[config.mk]
export PLATFORM = sky130hd
export DESIGN_NAME = top_k_class_hit_checker_top
export DESIGN_NICKNAME = d
export VERILOG_FILES = /design/src/rtl/core/tkc_pkg.sv /design/src/rtl/core/tkc_cell.sv /design/src/rtl/core/top_k_class_hit_checker_top.sv
export VERILOG_INCLUDE_DIRS = /design/src /design/src/rtl/core
export SDC_FILE = /design/constraint.sdc
export NUM_CORES = 1
export LEC_CHECK = 0
export BUFFER_PORTS_ARGS = -buffer_cell sky130_fd_sc_hd__clkbuf_2
export CORE_MARGIN = 2
export CORE_UTILIZATION = 55
export CTS_CLUSTER_SIZE = 40
export DETAILED_ROUTE_END_ITERATION = 10
export GPL_TIMING_DRIVEN = 0
export PLACE_DENSITY = 0.72
export RECOVER_POWER = 25
export SYNTH_ARGS = -nofsm -noshare
export SYNTH_HDL_FRONTEND = slang
export SYNTH_SLANG_ARGS = --single-unit
[constraint.sdc]
create_clock -name clk -period 5.35 [get_ports clk]
set_input_delay 0.2675 -clock clk [delete_from_list [all_inputs] [get_ports clk]]
set_output_delay 0.2675 -clock clk [all_outputs]
set_load 0.01 [all_outputs]
[src/rtl/core/top_k_class_hit_checker_top_assert.svh]
// Assertion macros used by the checker top module.
`ifndef TOP_K_CLASS_HIT_CHECKER_TOP_ASSERT_SVH
`define TOP_K_CLASS_HIT_CHECKER_TOP_ASSERT_SVH

// Property checked on every rising clock edge outside of reset.
`define TKC_ASSERT(label, prop, msg) \
  label: assert property (@(posedge clk) disable iff (rst) (prop)) else $error(msg);

// Property checked on every rising clock edge, reset included.
`define TKC_ASSERT_ALWAYS(label, prop, msg) \
  label: assert property (@(posedge clk) (prop)) else $error(msg);

`endif

[src/rtl/core/tkc_pkg.sv]
`timescale 1ns / 1ps

package tkc_pkg;

  // Fixed field widths of the interface.
  localparam int TRUE_CLASS_W = 10;
  localparam int TOP_K_W      = 4;

  localparam logic [TOP_K_W-1:0] TOP_K_RESET = 4'd1;

  // Flags one list cell hands to its lower-ranked neighbor.
  typedef struct packed {
    logic beat;   // the incoming pair ranks at or above this cell's pair
    logic valid;  // this cell holds a pair
  } link_t;

endpackage

[src/rtl/core/tkc_cell.sv]
`timescale 1ns / 1ps

module tkc_cell #(
  parameter int SCORE_WIDTH = 32,
  parameter int CLASS_W     = 10,
  parameter int CMP_W       = 10
) (
  input  logic                          clk,
  input  logic                          rst,
  input  logic                          load,
  input  logic                          clear,
  input  logic signed [SCORE_WIDTH-1:0] new_key,
  input  logic        [CLASS_W-1:0]     new_class,
  input  tkc_pkg::link_t                prev_link,
  input  logic signed [SCORE_WIDTH-1:0] prev_key,
  input  logic        [CLASS_W-1:0]     prev_class,
  input  logic        [CMP_W-1:0]       target,
  output tkc_pkg::link_t                link,
  output logic signed [SCORE_WIDTH-1:0] key,
  output logic        [CLASS_W-1:0]     cls,
  output logic                          match
);

  logic                          valid;
  logic                          take_prev;
  logic                          take_new;
  logic                          valid_next;
  logic signed [SCORE_WIDTH-1:0] key_next;
  logic        [CLASS_W-1:0]     cls_next;
  logic                          valid_upd;
  logic        [CLASS_W-1:0]     cls_upd;

  // The new class index is larger than any stored one, so an equal score
  // lets the new pair rank above the stored pair.
  assign link.beat  = !valid || (key <= new_key);
  assign link.valid = valid;

  // The list is sorted, so the cells the new pair beats form a tail. The
  // first of them takes the new pair, the rest shift down by one place.
  assign take_prev = link.beat && prev_link.beat;
  assign take_new  = link.beat && !prev_link.beat;

  always_comb begin
    valid_next = valid;
    key_next   = key;
    cls_next   = cls;
    if (take_prev) begin
      valid_next = prev_link.valid;
      key_next   = prev_key;
      cls_next   = prev_class;
    end else if (take_new) begin
      valid_next = 1'b1;
      key_next   = new_key;
      cls_next   = new_class;
    end
  end

  // Contents after the current request, used for the hit check.
  assign valid_upd = load ? valid_next : valid;
  assign cls_upd   = load ? cls_next : cls;
  assign match     = valid_upd && (CMP_W'(cls_upd) == target);

  always_ff @(posedge clk) begin
    if (rst) begin
      valid <= 1'b0;
    end else if (clear) begin
      valid <= 1'b0;
    end else if (load) begin
      valid <= valid_next;
    end
  end

  always_ff @(posedge clk) begin
    if (load) begin
      key <= key_next;
      cls <= cls_next;
    end
  end

endmodule

[src/rtl/core/top_k_class_hit_checker_top.sv]
`timescale 1ns / 1ps

// Top-k class hit checker. The class scores of one sample arrive one
// request per cycle, in class order, as signed Q16.16 values; the request
// that carries row_end also carries true_class and closes the sample. A row
// of MAX_K compare-and-shift cells keeps the best (score, class) pairs sorted,
// the higher score first and, on equal scores, the higher class index first.
// One request per cycle is accepted, with no gaps between samples. The
// result (hit) is presented in the cycle after the closing request and sits in
// an output register; item_ready drops only while that register holds a
// result that has not been taken. hit is 1 when true_class is among the first
// top_k entries; a top_k above MAX_K counts all entries, zero counts none,
// and a short row counts every class it holds. Scores at class index
// MAX_CLASSES and beyond are dropped, but their row_end still closes the row.
// The top_k register is written through the cfg channel and resets to 1; it
// must only be written while no sample is in flight.

module top_k_class_hit_checker_top #(
  parameter int MAX_K       = 8,
  parameter int MAX_CLASSES = 1024,
  parameter int SCORE_WIDTH = 32
) (
  input  logic                                 clk,
  input  logic                                 rst,
  input  logic                                 item_valid,
  output logic                                 item_ready,
  input  logic signed [SCORE_WIDTH-1:0]        score,
  input  logic [tkc_pkg::TRUE_CLASS_W-1:0]     true_class,
  input  logic                                 row_end,
  output logic                                 result_valid,
  input  logic                                 result_ready,
  output logic                                 hit,
  input  logic                                 cfg_valid,
  output logic                                 cfg_ready,
  input  logic [tkc_pkg::TOP_K_W-1:0]          cfg_top_k
);

  `include "top_k_class_hit_checker_top_assert.svh"

  localparam int CLASS_W = $clog2(MAX_CLASSES);
  localparam int CNT_W   = $clog2(MAX_CLASSES + 1);
  localparam int CMP_W   = (CLASS_W > tkc_pkg::TRUE_CLASS_W) ? CLASS_W
                                                             : tkc_pkg::TRUE_CLASS_W;

  logic [tkc_pkg::TOP_K_W-1:0] top_k;
  logic [CNT_W-1:0]            count;
  logic                        item_fire;
  logic                        load;
  logic                        row_done;
  logic [CMP_W-1:0]            target;

  tkc_pkg::link_t                link_vec  [MAX_K+1];
  logic signed [SCORE_WIDTH-1:0] key_vec   [MAX_K+1];
  logic        [CLASS_W-1:0]     cls_vec   [MAX_K+1];
  logic        [MAX_K-1:0]       match_vec;
  logic        [MAX_K-1:0]       in_k;
  logic        [MAX_K-1:0]       valid_vec;
  logic                          hit_next;

  assign cfg_ready  = 1'b1;
  assign item_ready = !result_valid || result_ready;
  assign item_fire  = item_valid && item_ready;
  assign row_done   = item_fire && row_end;
  // Scores beyond the last class index never enter the list.
  assign load       = item_fire && (count < CNT_W'(MAX_CLASSES));
  assign target     = CMP_W'(true_class);

  always_ff @(posedge clk) begin
    if (rst) begin
      top_k <= tkc_pkg::TOP_K_RESET;
    end else if (cfg_valid && cfg_ready) begin
      top_k <= cfg_top_k;
    end
  end

  always_ff @(posedge clk) begin
    if (rst) begin
      count <= '0;
    end else if (row_done) begin
      count <= '0;
    end else if (load) begin
      count <= count + CNT_W'(1);
    end
  end

  // The head cell sees a neighbor that never yields its place.
  assign link_vec[0] = '{beat: 1'b0, valid: 1'b0};
  assign key_vec[0]  = '0;
  assign cls_vec[0]  = '0;

  for (genvar i = 0; i < MAX_K; i++) begin : g_cell
    tkc_cell #(
      .SCORE_WIDTH (SCORE_WIDTH),
      .CLASS_W     (CLASS_W),
      .CMP_W       (CMP_W)
    ) u_cell (
      .clk        (clk),
      .rst        (rst),
      .load       (load),
      .clear      (row_done),
      .new_key    (score),
      .new_class  (count[CLASS_W-1:0]),
      .prev_link  (link_vec[i]),
      .prev_key   (key_vec[i]),
      .prev_class (cls_vec[i]),
      .target     (target),
      .link       (link_vec[i+1]),
      .key        (key_vec[i+1]),
      .cls        (cls_vec[i+1]),
      .match      (match_vec[i])
    );

    // Only the first top_k places count; a larger top_k counts them all.
    assign in_k[i]      = (32'(top_k) > i);
    assign valid_vec[i] = link_vec[i+1].valid;
  end

  assign hit_next = |(match_vec & in_k);

  always_ff @(posedge clk) begin
    if (rst) begin
      result_valid <= 1'b0;
    end else if (row_done) begin
      result_valid <= 1'b1;
    end else if (result_ready) begin
      result_valid <= 1'b0;
    end
  end

  always_ff @(posedge clk) begin
    if (row_done) begin
      hit <= hit_next;
    end
  end

  // Occupied cells always form an unbroken run from the head of the list;
  // before the first reset edge the cells hold no defined value.
  `TKC_ASSERT_ALWAYS(a_valid_run, rst || ((valid_vec & (valid_vec + MAX_K'(1))) == '0), "list has a gap")
  // A closed row leaves an empty list for the next sample.
  `TKC_ASSERT(a_row_clear, row_done |=> valid_vec == '0, "list not cleared after row end")
  // Every closed row produces a result on the next cycle.
  `TKC_ASSERT(a_row_result, row_done |=> result_valid, "no result after row end")
  // The class counter advances by one per stored score.
  `TKC_ASSERT(a_count_step, load && !row_end |=> count == $past(count) + CNT_W'(1), "class counter slip")

endmodule
Yosys cells after proc, flatten, opt, wreduce, memory -nomap -nowiden. Cells that the tools add are included.

Register bits: 361. Bits in latches: 0. Bits in writable memories: 0. Memory bits (read-only): 0. Bits of input ports: 52. Word-level logic and storage cells: 185. Memories: 0.

$add $sub $neg: 1. $mul: 0. Divide/modulo/power cells: 0. Order comparisons: 17. Eq/ne operators: 8. Shift operators: 0. Muxes and demuxes: 62. Bitwise logic cells: 1. Reduce and logical (&&, ||, !) cells: 68.

Operators by type and width (count): 2-to-1 mux 32 bit (14); <= comparator 32 bit (8); 2-to-1 mux 10 bit (23); == test 10 bit (8); logical AND 1 bit (25); 2-to-1 mux 1 bit (25); greater-than comparator 4 x 3 -> 1 bit (second input constant) (4); logical NOT 1 bit (16); AND reduction 2 bit (8); nonzero test 2 bit (8); adder 11 x 1 -> 11 bit (second input constant) (1); less-than comparator 11 bit (second input constant) (1); logical OR 1 bit (9); AND 8 bit (1); greater-than comparator 4 x 1 -> 1 bit (second input constant) (2); greater-than comparator 4 x 2 -> 1 bit (second input constant) (2); OR reduction 8 bit (1); OR reduction 2 bit (1).

Longest topological paths before layout. Gate-level depths: netlist of the first run.

Depth in word-level cells: 11. Mapped depth: 17. Mapped depth without buffers: 16.

Cells and area by module. Synthesis of the first run repeated with hierarchy kept, for this count alone.

Cell total of the unflattened synthesis: 2363. Area total of the unflattened synthesis: 24644.9 um2.

By module, submodules not included: tkc_cell (times used 8, cells each 284, area each 2976.6 um2, seq. area each 1181.1 um2); top_k_class_hit_checker_top (times used 1, cells each 91, area each 832.0 um2, seq. area each 350.3 um2).

Least setup slack after synthesis of the first run. OpenSTA, ideal clock, no wires.

Path kind: input port to flip-flop. Start: in score[30]. End: reg hit, data pin. Arrival time: 4309 ps. Data required time: 5073 ps. Setup slack: 764 ps. Cell stages on the path: 15. Path through: inv_1 > ha_1 > nand4_1 > or4_1 > o21ai_0 > nor2_1 > o31ai_1 > and3_1 > clkbuf_1 > buf_1 > mux2_2 > o211ai_1 > o32ai_1 > nor4_1 > o2111ai_1.

Elaborated cells between the ends (all ways): 101. Those cells by class: 8 x order compare; 8 x eq/ne; 46 x mux; 1 x bitwise; 38 x reduce/logical.

RTL lines: start: declaration (RTL line top_k_class_hit_checker_top.sv:27) `input logic signed [SCORE_WIDTH-1:0] score,`; <= comparator 32 bit (RTL line tkc_cell.sv:35) `assign link.beat = !valid || (key <= new_key);`; logical OR 1 bit (RTL line tkc_cell.sv:35); 2-to-1 mux 10 bit (RTL line tkc_cell.sv:51) `end else if (take_new) begin`; 2-to-1 mux 10 bit (RTL line tkc_cell.sv:60) `assign cls_upd = load ? cls_next : cls;`; named net g_cell[0].u_cell.cls_upd[4] (RTL line tkc_cell.sv:31) `logic [CLASS_W-1:0] cls_upd;`; == test 10 bit (RTL line tkc_cell.sv:61) `assign match = valid_upd && (CMP_W'(cls_upd) == target);`; logical AND 1 bit (RTL line tkc_cell.sv:61); AND 8 bit (RTL line top_k_class_hit_checker_top.sv:118) `assign hit_next = |(match_vec & in_k);`; OR reduction 8 bit (RTL line top_k_class_hit_checker_top.sv:118); named net hit_next (RTL line top_k_class_hit_checker_top.sv:58) `logic hit_next;`; end signal: assignment (RTL line top_k_class_hit_checker_top.sv:132) `hit <= hit_next;`; end: declaration (RTL line top_k_class_hit_checker_top.sv:32) `output logic hit,`.

The timed path passes the listed nets, and every way through them passes these cells. A chain may end at the register's enable or synchronous reset.

Final worst setup path of the first run.
Start: in score[31]. End: reg hit, data pin.

Cells in the longest elaborated chain, start to end: 11. Elaborated cells between the ends (all ways): 101. Those cells by class: 8 x order compare; 8 x eq/ne; 46 x mux; 1 x bitwise; 38 x reduce/logical.

Ends and longest elaborated chain: <= comparator 32 bit (RTL line tkc_cell.sv:35); logical OR 1 bit (RTL line tkc_cell.sv:35); logical NOT 1 bit (RTL line tkc_cell.sv:41) `assign take_new = link.beat && !prev_link.beat;`; logical AND 1 bit (RTL line tkc_cell.sv:41); 2-to-1 mux 10 bit (RTL line tkc_cell.sv:51); 2-to-1 mux 10 bit (RTL line tkc_cell.sv:47) `if (take_prev) begin`; 2-to-1 mux 10 bit (on tied branches); == test 10 bit (RTL line tkc_cell.sv:61); logical AND 1 bit (RTL line tkc_cell.sv:61); AND 8 bit * (RTL line top_k_class_hit_checker_top.sv:118); OR reduction 8 bit * (RTL line top_k_class_hit_checker_top.sv:118); named net hit_next (RTL line top_k_class_hit_checker_top.sv:58).

The timed path passes the listed nets; every way through them passes the cells marked *.

==> flow_summary.json, run 1 <==
{
  "status": "finished, final reports clean",
  "overflow": 0,
  "critPathRequiredTime_ns": 5.60,
  "syn2layout_area_growth_pct": 11.84,
  "min_period_ns": 5.240,
  "rsz0062_at_grt": "false",
  "initial_core_util_pct": 55.70,
  "syn_area_um2": 22740,
  "clk_pin_slew_ns": 0.06,
  "crit_path_start_kind": "input pin",
  "grt_util_met3_pct": 4.599,
  "hold_violations": 0,
  "critical-path-slowest-cell": "mux2i_2",
  "slew_viol_final": 0,
  "wl_mm": 69.69,
  "cts_buffers": 41,
  "routabilityCongestion": 0.9998,
  "ys.warnings.count": 0,
  "first_pass_iters": 6,
  "whs_ns": 0.09510,
  "drive_above_1_share_pct": 5.510,
  "async_reset_ff_share_pct": 0,
  "hpwl_mm": 52.16,
  "grt_pass1_vias": 19510,
  "grt_usage_pct": 32.17,
  "drtAntennaViolNets": 0,
  "yosysUniqueCellTypes": 87,
  "tightest_slew_ns": 1.142,
  "drt_iter0_drc": 1984,
  "crit_family": "compound AO/OA/AOI/OAI gates",
  "portBuffers": 48,
  "path_class": "input pin to register",
  "p_per_area_nw_per_um2": 360.1,
  "grt_max_degree": 42,
  "worstPathArrival_ns": 5.49,
  "netlist_top_cells_area": "edfxtp_1 34%, ha_1 14%, dfxtp_1 9.2%",
  "vias_per_cell": 6.459,
  "finalCritPeriodShare_pct": 97.94,
  "power_mw": 9.161,
  "layout.cells.most_common": "nand2_1",
  "max_stage_delay_ns": 0.72,
  "die_area_um2": 43000,
  "avgSynthCellArea_um2": 9.581,
  "ys_ff_latch": 361,
  "p_leak_nw": 10.35,
  "synth_nets": 2683,
  "yosysSeqAreaShare_pct": 43.09,
  "antenna_cells": 0,
  "vias": 19850,
  "ir_drop_v": 0.0002894,
  "synth_top_area_cell": "edfxtp_1",
  "rows": 74,
  "setup_viol": 0,
  "fillers": 3412,
  "grt_most_used_layer": "met2",
  "clock_latency_ns": 0.57,
  "clk_path_buf_depth": 3,
  "wl_per_cell_um": 22.68,
  "critPathMaxFanout": 15,
  "ioPinCount": 56,
  "synth_cells": 2374,
  "grt_pass1_wl_mm": 108.6,
  "die_w_um": 207.4,
  "root_buffer": "clkbuf_16",
  "end_kind": "register",
  "worst-path-buf-inv": 3,
  "h-tree-depth": 2,
  "antenna_found_initial": 0,
  "cp_cell_sequence": "clkbuf_1 -> inv_1 -> ha_1 -> nand4_1 -> nor2_1 -> a221oi_1 -> o211ai_1 -> a21oi_1 -> mux2i_2 -> clkbuf_1 -> nor2_1 -> o211ai_1 -> o21a_1 -> o32ai_1 -> nor4_1 -> o2111ai_1",
  "clock.fmax_mhz": 190.9,
  "nets": 2821,
  "synthDominantCellAreaShare_pct": 33.93,
  "core_area_um2": 40830,
  "cts.sinks": 361,
  "hp-class": "input pin to register",
  "max-slew-margin-rel_pct": 23.62,
  "cts_tree": "yes",
  "layout_common_cells": "368 x nand2_1, 300 x o21ai_0, 257 x ha_1, 257 x edfxtp_1, 160 x a21oi_1",
  "drv_cap": 0,
  "skew_ns": 0.01962,
  "synth-edff-count": 257,
  "die_y_um": 207.4,
  "ys.flop_type": "edfxtp_1",
  "grt_use_met1_pct": 41.66,
  "route.detailed.drc": 0,
  "use_met2_pct": 52.59
}
## flip-flops by register name (all words and copies together), names as in the netlist
register,cells
result_valid,1
g_cell.u_cell.valid,8
g_cell.u_cell.key,256
top_k,4
count,11
g_cell.u_cell.cls,80
hit,1
## worst min-delay path: cells and delay by family
kind | cells | cell delay (ns)
and+or+nand+nor | 1 | 0.09
buffers and inverters | 2 | 0.16
## repair_timing
item,in CTS,in global routing
hold buffers,39,0
setup buffers,2,0
resized for setup,3,7
cloned,1,1
pin swaps,0,0
endpoints found under the hold margin,36,0
setup endpoints to repair,63,47
## where the power goes
| group | internal, mW | switching [mW] | total [mW] |
|---|---|---|---|
| Combinational | 0.931 | 1.51 | 2.44 |
| Clock | 1.59 | 1.14 | 2.73 |
| Sequential | 3.61 | 0.386 | 4.00 |
| Total | 6.13 | 3.03 | 9.16 |
## cell families after synthesis
kind of cell    after synthesis  synth area share, %
compound gates              700                18.81
flops                       361                43.09
other cells                   1              0.01649
simple gates                731                14.97
mux                          81                3.741
xor+xnor                     53                2.041
buf+inv                     190                3.196
fa+ha+maj                   257                14.14
## cell usage after synthesis (9+ instances only)
master,number
o21a_1,9
nand2b_1,16
a221oi_1,17
and2_1,12
nand3_1,42
a211oi_1,13
a21oi_1,159
nor2b_1,19
nor2_1,107
o211ai_1,21
o22ai_1,21
buf_1,9
nand2_1,368
xnor2_1,22
inv_1,74
nand4_1,70
clkbuf_1,98
xor2_1,31
nor3_1,18
a31oi_1,14
and3_1,9
a2111o_1,11
ha_1,257
nor4_1,23
o21ai_0,300
a21o_1,29
or3_1,10
mux2i_1,53
dfxtp_1,104
edfxtp_1,257
mux2_2,25
## routing by layer
layer  vias up  share of wire [%]
met1      9506                 40
met2       939                 46
met4         0                5.4
met3       220                8.1
li1       9183                  -
met5         -                  0
## cell type report
| type | instances | area, µm² | share of cell area, % |
|---|---|---|---|
| Multi-Input combinational cell | 1823 | 12250 | 48.15 |
| Sequential cell | 361 | 9799 | 38.52 |
| Clock buffer | 64 | 1200 | 4.717 |
| Timing Repair Buffer | 93 | 694.4 | 2.730 |
| Tap cell | 532 | 665.6 | 2.617 |
| Buffer | 112 | 445.4 | 1.751 |
| Inverter | 78 | 300.3 | 1.180 |
| Clock inverter | 8 | 73.82 | 0.2902 |
| Timing Repair inverter | 2 | 10.01 | 0.03935 |
## per-stage QoR
step           util (%)  cell area (µm²)  setup TNS, ns  cells  worst slack, ns
2_1_floorplan         -            22740              0   2374           0.7641
3_3_place_gp      57.92            23650        -123.53   2954           -1.787
3_5_place_dp      58.16            23750         -28.95   2958          -0.9601
4_1_cts           62.32            25450              0   3072          0.01573
5_1_grt           62.30            25440              0   3073         0.002276
6_report          62.30            25440              0   3073           0.1103
## final timing paths
kind | cells after the start | endpoint | startpoint | slack [ns]
max | 16 | hit | score[31] | 0.11
min | 3 | hit | row_end | 0.1
max reg2reg | 14 | hit | g_cell[1].u_cell.key[31] | 0.11
min reg2reg | 2 | count[10] | count[10] | 0.50
Note: power is estimated with default switching activity, not from simulation.
==> run 2: changes to the inputs <==
- PLACE_DENSITY: 0.72 -> 0.71
- SYNTH_HIERARCHICAL: not set -> 1
==> flow_summary.json, run 2 <==
{
  "status": "complete, but fails checks",
  "failed_checks": "max-capacitance violations, max-slew violations",
  "p_per_area_nw_per_um2": 325.2,
  "drv_cap": 1,
  "crit_path_start": "g_cell[0].u_cell/key[25]",
  "worst-path-buf-inv": 1,
  "drtAntennaViolNets": 0,
  "hpwl_mm": 44.06,
  "layout.cells.most_common": "inv_1",
  "rsz0062_at_grt": "false",
  "overflow": 0,
  "syn_area_um2": 24640,
  "end_kind": "register",
  "die_y_um": 215.7,
  "critPathRequiredTime_ns": 5.73,
  "clk_path_buf_depth": 3,
  "cts.sinks": 361,
  "min_from": "cfg_valid",
  "antenna_found_initial": 1,
  "crit_path_start_kind": "register",
  "vias": 18340,
  "rows": 77,
  "initial_core_util_pct": 55.71,
  "grt_max_degree": 41,
  "die_w_um": 215.7,
  "grt_pass1_vias": 18320,
  "fillers": 3570,
  "vias_per_cell": 5.853,
  "hp-class": "input pin to register",
  "tightest_slew_ns": 1.632,
  "path_class": "register to register",
  "setup_viol": 0,
  "layout_common_cells": "338 x inv_1, 270 x mux2_2, 257 x ha_1, 257 x edfxtp_1, 157 x nand2_1",
  "slew_viol_final": 12,
  "h-tree-depth": 2,
  "syn2layout_area_growth_pct": 10.47,
  "route.detailed.drc": 0,
  "cp_cell_sequence": "ha_1 -> nand4_1 -> or4_4 -> a211o_1 -> and4_1 -> o21ai_4 -> clkbuf_2 -> mux2i_1 -> o22ai_1 -> a211oi_1 -> nand4_1 -> mux2i_1 -> o221ai_1 -> a2111oi_4 -> a211o_1 -> a221oi_1 -> o221ai_1",
  "ir_drop_v": 0.0002358,
  "ys.warnings.count": 6,
  "utilization_pct": 61.55,
  "die_area_um2": 46500,
  "top_register": "g_cell.u_cell/key",
  "core_area_um2": 44220,
  "cts_buffers": 41,
  "clock_latency_ns": 0.57,
  "finalCritPeriodShare_pct": 95.16,
  "synth_cells": 2362,
  "largest_register_ffs": 256,
  "critPathMaxFanout": 10,
  "p_leak_nw": 11.91,
  "avgSynthCellArea_um2": 10.43,
  "hold_violations": 0,
  "max-slew-margin-rel_pct": -9.208,
  "nets": 2819,
  "place_area_um2": 25840,
  "grt_usage_pct": 24.41,
  "cts_tree": "yes",
  "skew_ns": 0.02575,
  "clk_pin_slew_ns": 0.06,
  "grt_pass1_wl_mm": 92.58,
  "portBuffers": 53,
  "rr_startpoint": "g_cell[0].u_cell/key[25]",
  "root_buffer": "clkbuf_16",
  "routabilityCongestion": 0.8960,
  "reg.largest.list": "g_cell.u_cell/key (256), g_cell.u_cell/cls (80), count (11)",
  "worstPathArrival_ns": 5.47,
  "clock.fmax_mhz": 196.4,
  "critical-path-slowest-cell": "or4_4",
  "first_pass_iters": 7,
  "min_period_ns": 5.091,
  "wl_per_cell_um": 18.08,
  "final_area_um2": 27220,
  "drt_iter0_drc": 1045,
  "ioPinCount": 56,
  "wl_mm": 56.68,
  "crit_family": "compound AO/OA/AOI/OAI gates",
  "drive_above_1_share_pct": 17.56,
  "max_stage_delay_ns": 0.57
}
==> run 2: cell types whose count changed in the layout (fill, tap and decap cells not counted), sizes merged, moves of 20 or more <==
cell         previous run  this run
o211ai                 22         0
o21ai                 305       107
a311oi                  0        24
a31oi                  14        40
clkbuf                213       137
a21oi                 161       141
nand3                  43        67
mux2i                  55        91
nor2                  108        38
nand2                 368       157
conb                    1        46
dlygate4sd3            39         6
mux2                   26       272
inv                    73       339
==> run 2: metal layers <==
layer	share of wire, %	global-route usage (%)	up-vias
met2	47	41.49	469
met3	4.3	2.523	136
met1	45	31.66	8683
met5	0	0	-
li1	-	-	9054
met4	3.9	10.60	0
==> run 2: what timing repair did <==
| item | CTS | global route |
|---|---|---|
| pin swaps | 0 | 1 |
| cloned | 0 | 0 |
| hold buffers | 6 | 0 |
| hold endpoints to repair | 5 | 0 |
| setup endpoints to repair | 1 | 1 |
| buffers inserted | 0 | 2 |
| gates resized for setup | 2 | 12 |
==> run 2: power breakdown <==
part | leakage, nW | switching [mW] | internal (mW)
logic | 7.93 | 1.27 | 1.03
registers | 3.34 | 0.287 | 3.56
clock network | 0.638 | 1.11 | 1.60
total | 11.9 | 2.67 | 6.19
==> run 2: path summary, 6_finish.rpt <==
kind | to | slack, ns | depth (start not counted)
hold reg to reg | g_cell[7].u_cell/cls[3] | 0.46 | 2
setup reg to reg | hit | 0.26 | 17
hold / removal | top_k[3] | 0.12 | 3
setup / recovery | hit | 0.26 | 17
==> run 2: final cells by class <==
type	instances	area [µm²]	share of cell area (%)
clock inverters	15	101.3	0.3724
repair buffers	63	334.1	1.227
plain buffers	58	290.3	1.067
multi-input cells	1647	13480	49.54
flip-flops and latches	361	9799	36.00
diodes	2	5.005	0.01839
clock buffers	58	1195	4.390
inverters	338	1269	4.661
well taps	592	740.7	2.721
==> run 2: stage by stage <==
step / instances / hold WS, ns / TNS (ns) / total power [mW] / setup slack, ns
after floorplan: 2406 / 0.3366 / 0 / 5.546 / 0.9545
after global placement: 3051 / 0.4421 / -111.09 / 6.018 / -0.7385
after detailed placement: 3052 / 0.4493 / -0.3197 / 6.141 / -0.3197
after CTS: 3130 / 0.09830 / 0 / 8.873 / 0.003773
after global routing: 3133 / 0.1430 / 0 / 9.342 / 0.005337
final: 3134 / 0.1185 / 0 / 8.852 / 0.2588
==> run 2: worst register-to-register path, stage by stage (launching register included) <==
cell	delay, ns
edfxtp_1	0.41
ha_1	0.33
nand4_1	0.19
or4_4	0.57
a211o_1	0.35
and4_1	0.27
o21ai_4	0.23
clkbuf_2	0.34
mux2i_1	0.34
o22ai_1	0.12
a211oi_1	0.26
nand4_1	0.13
mux2i_1	0.19
o221ai_1	0.25
a2111oi_4	0.51
a211o_1	0.17
a221oi_1	0.05
o221ai_1	0.22
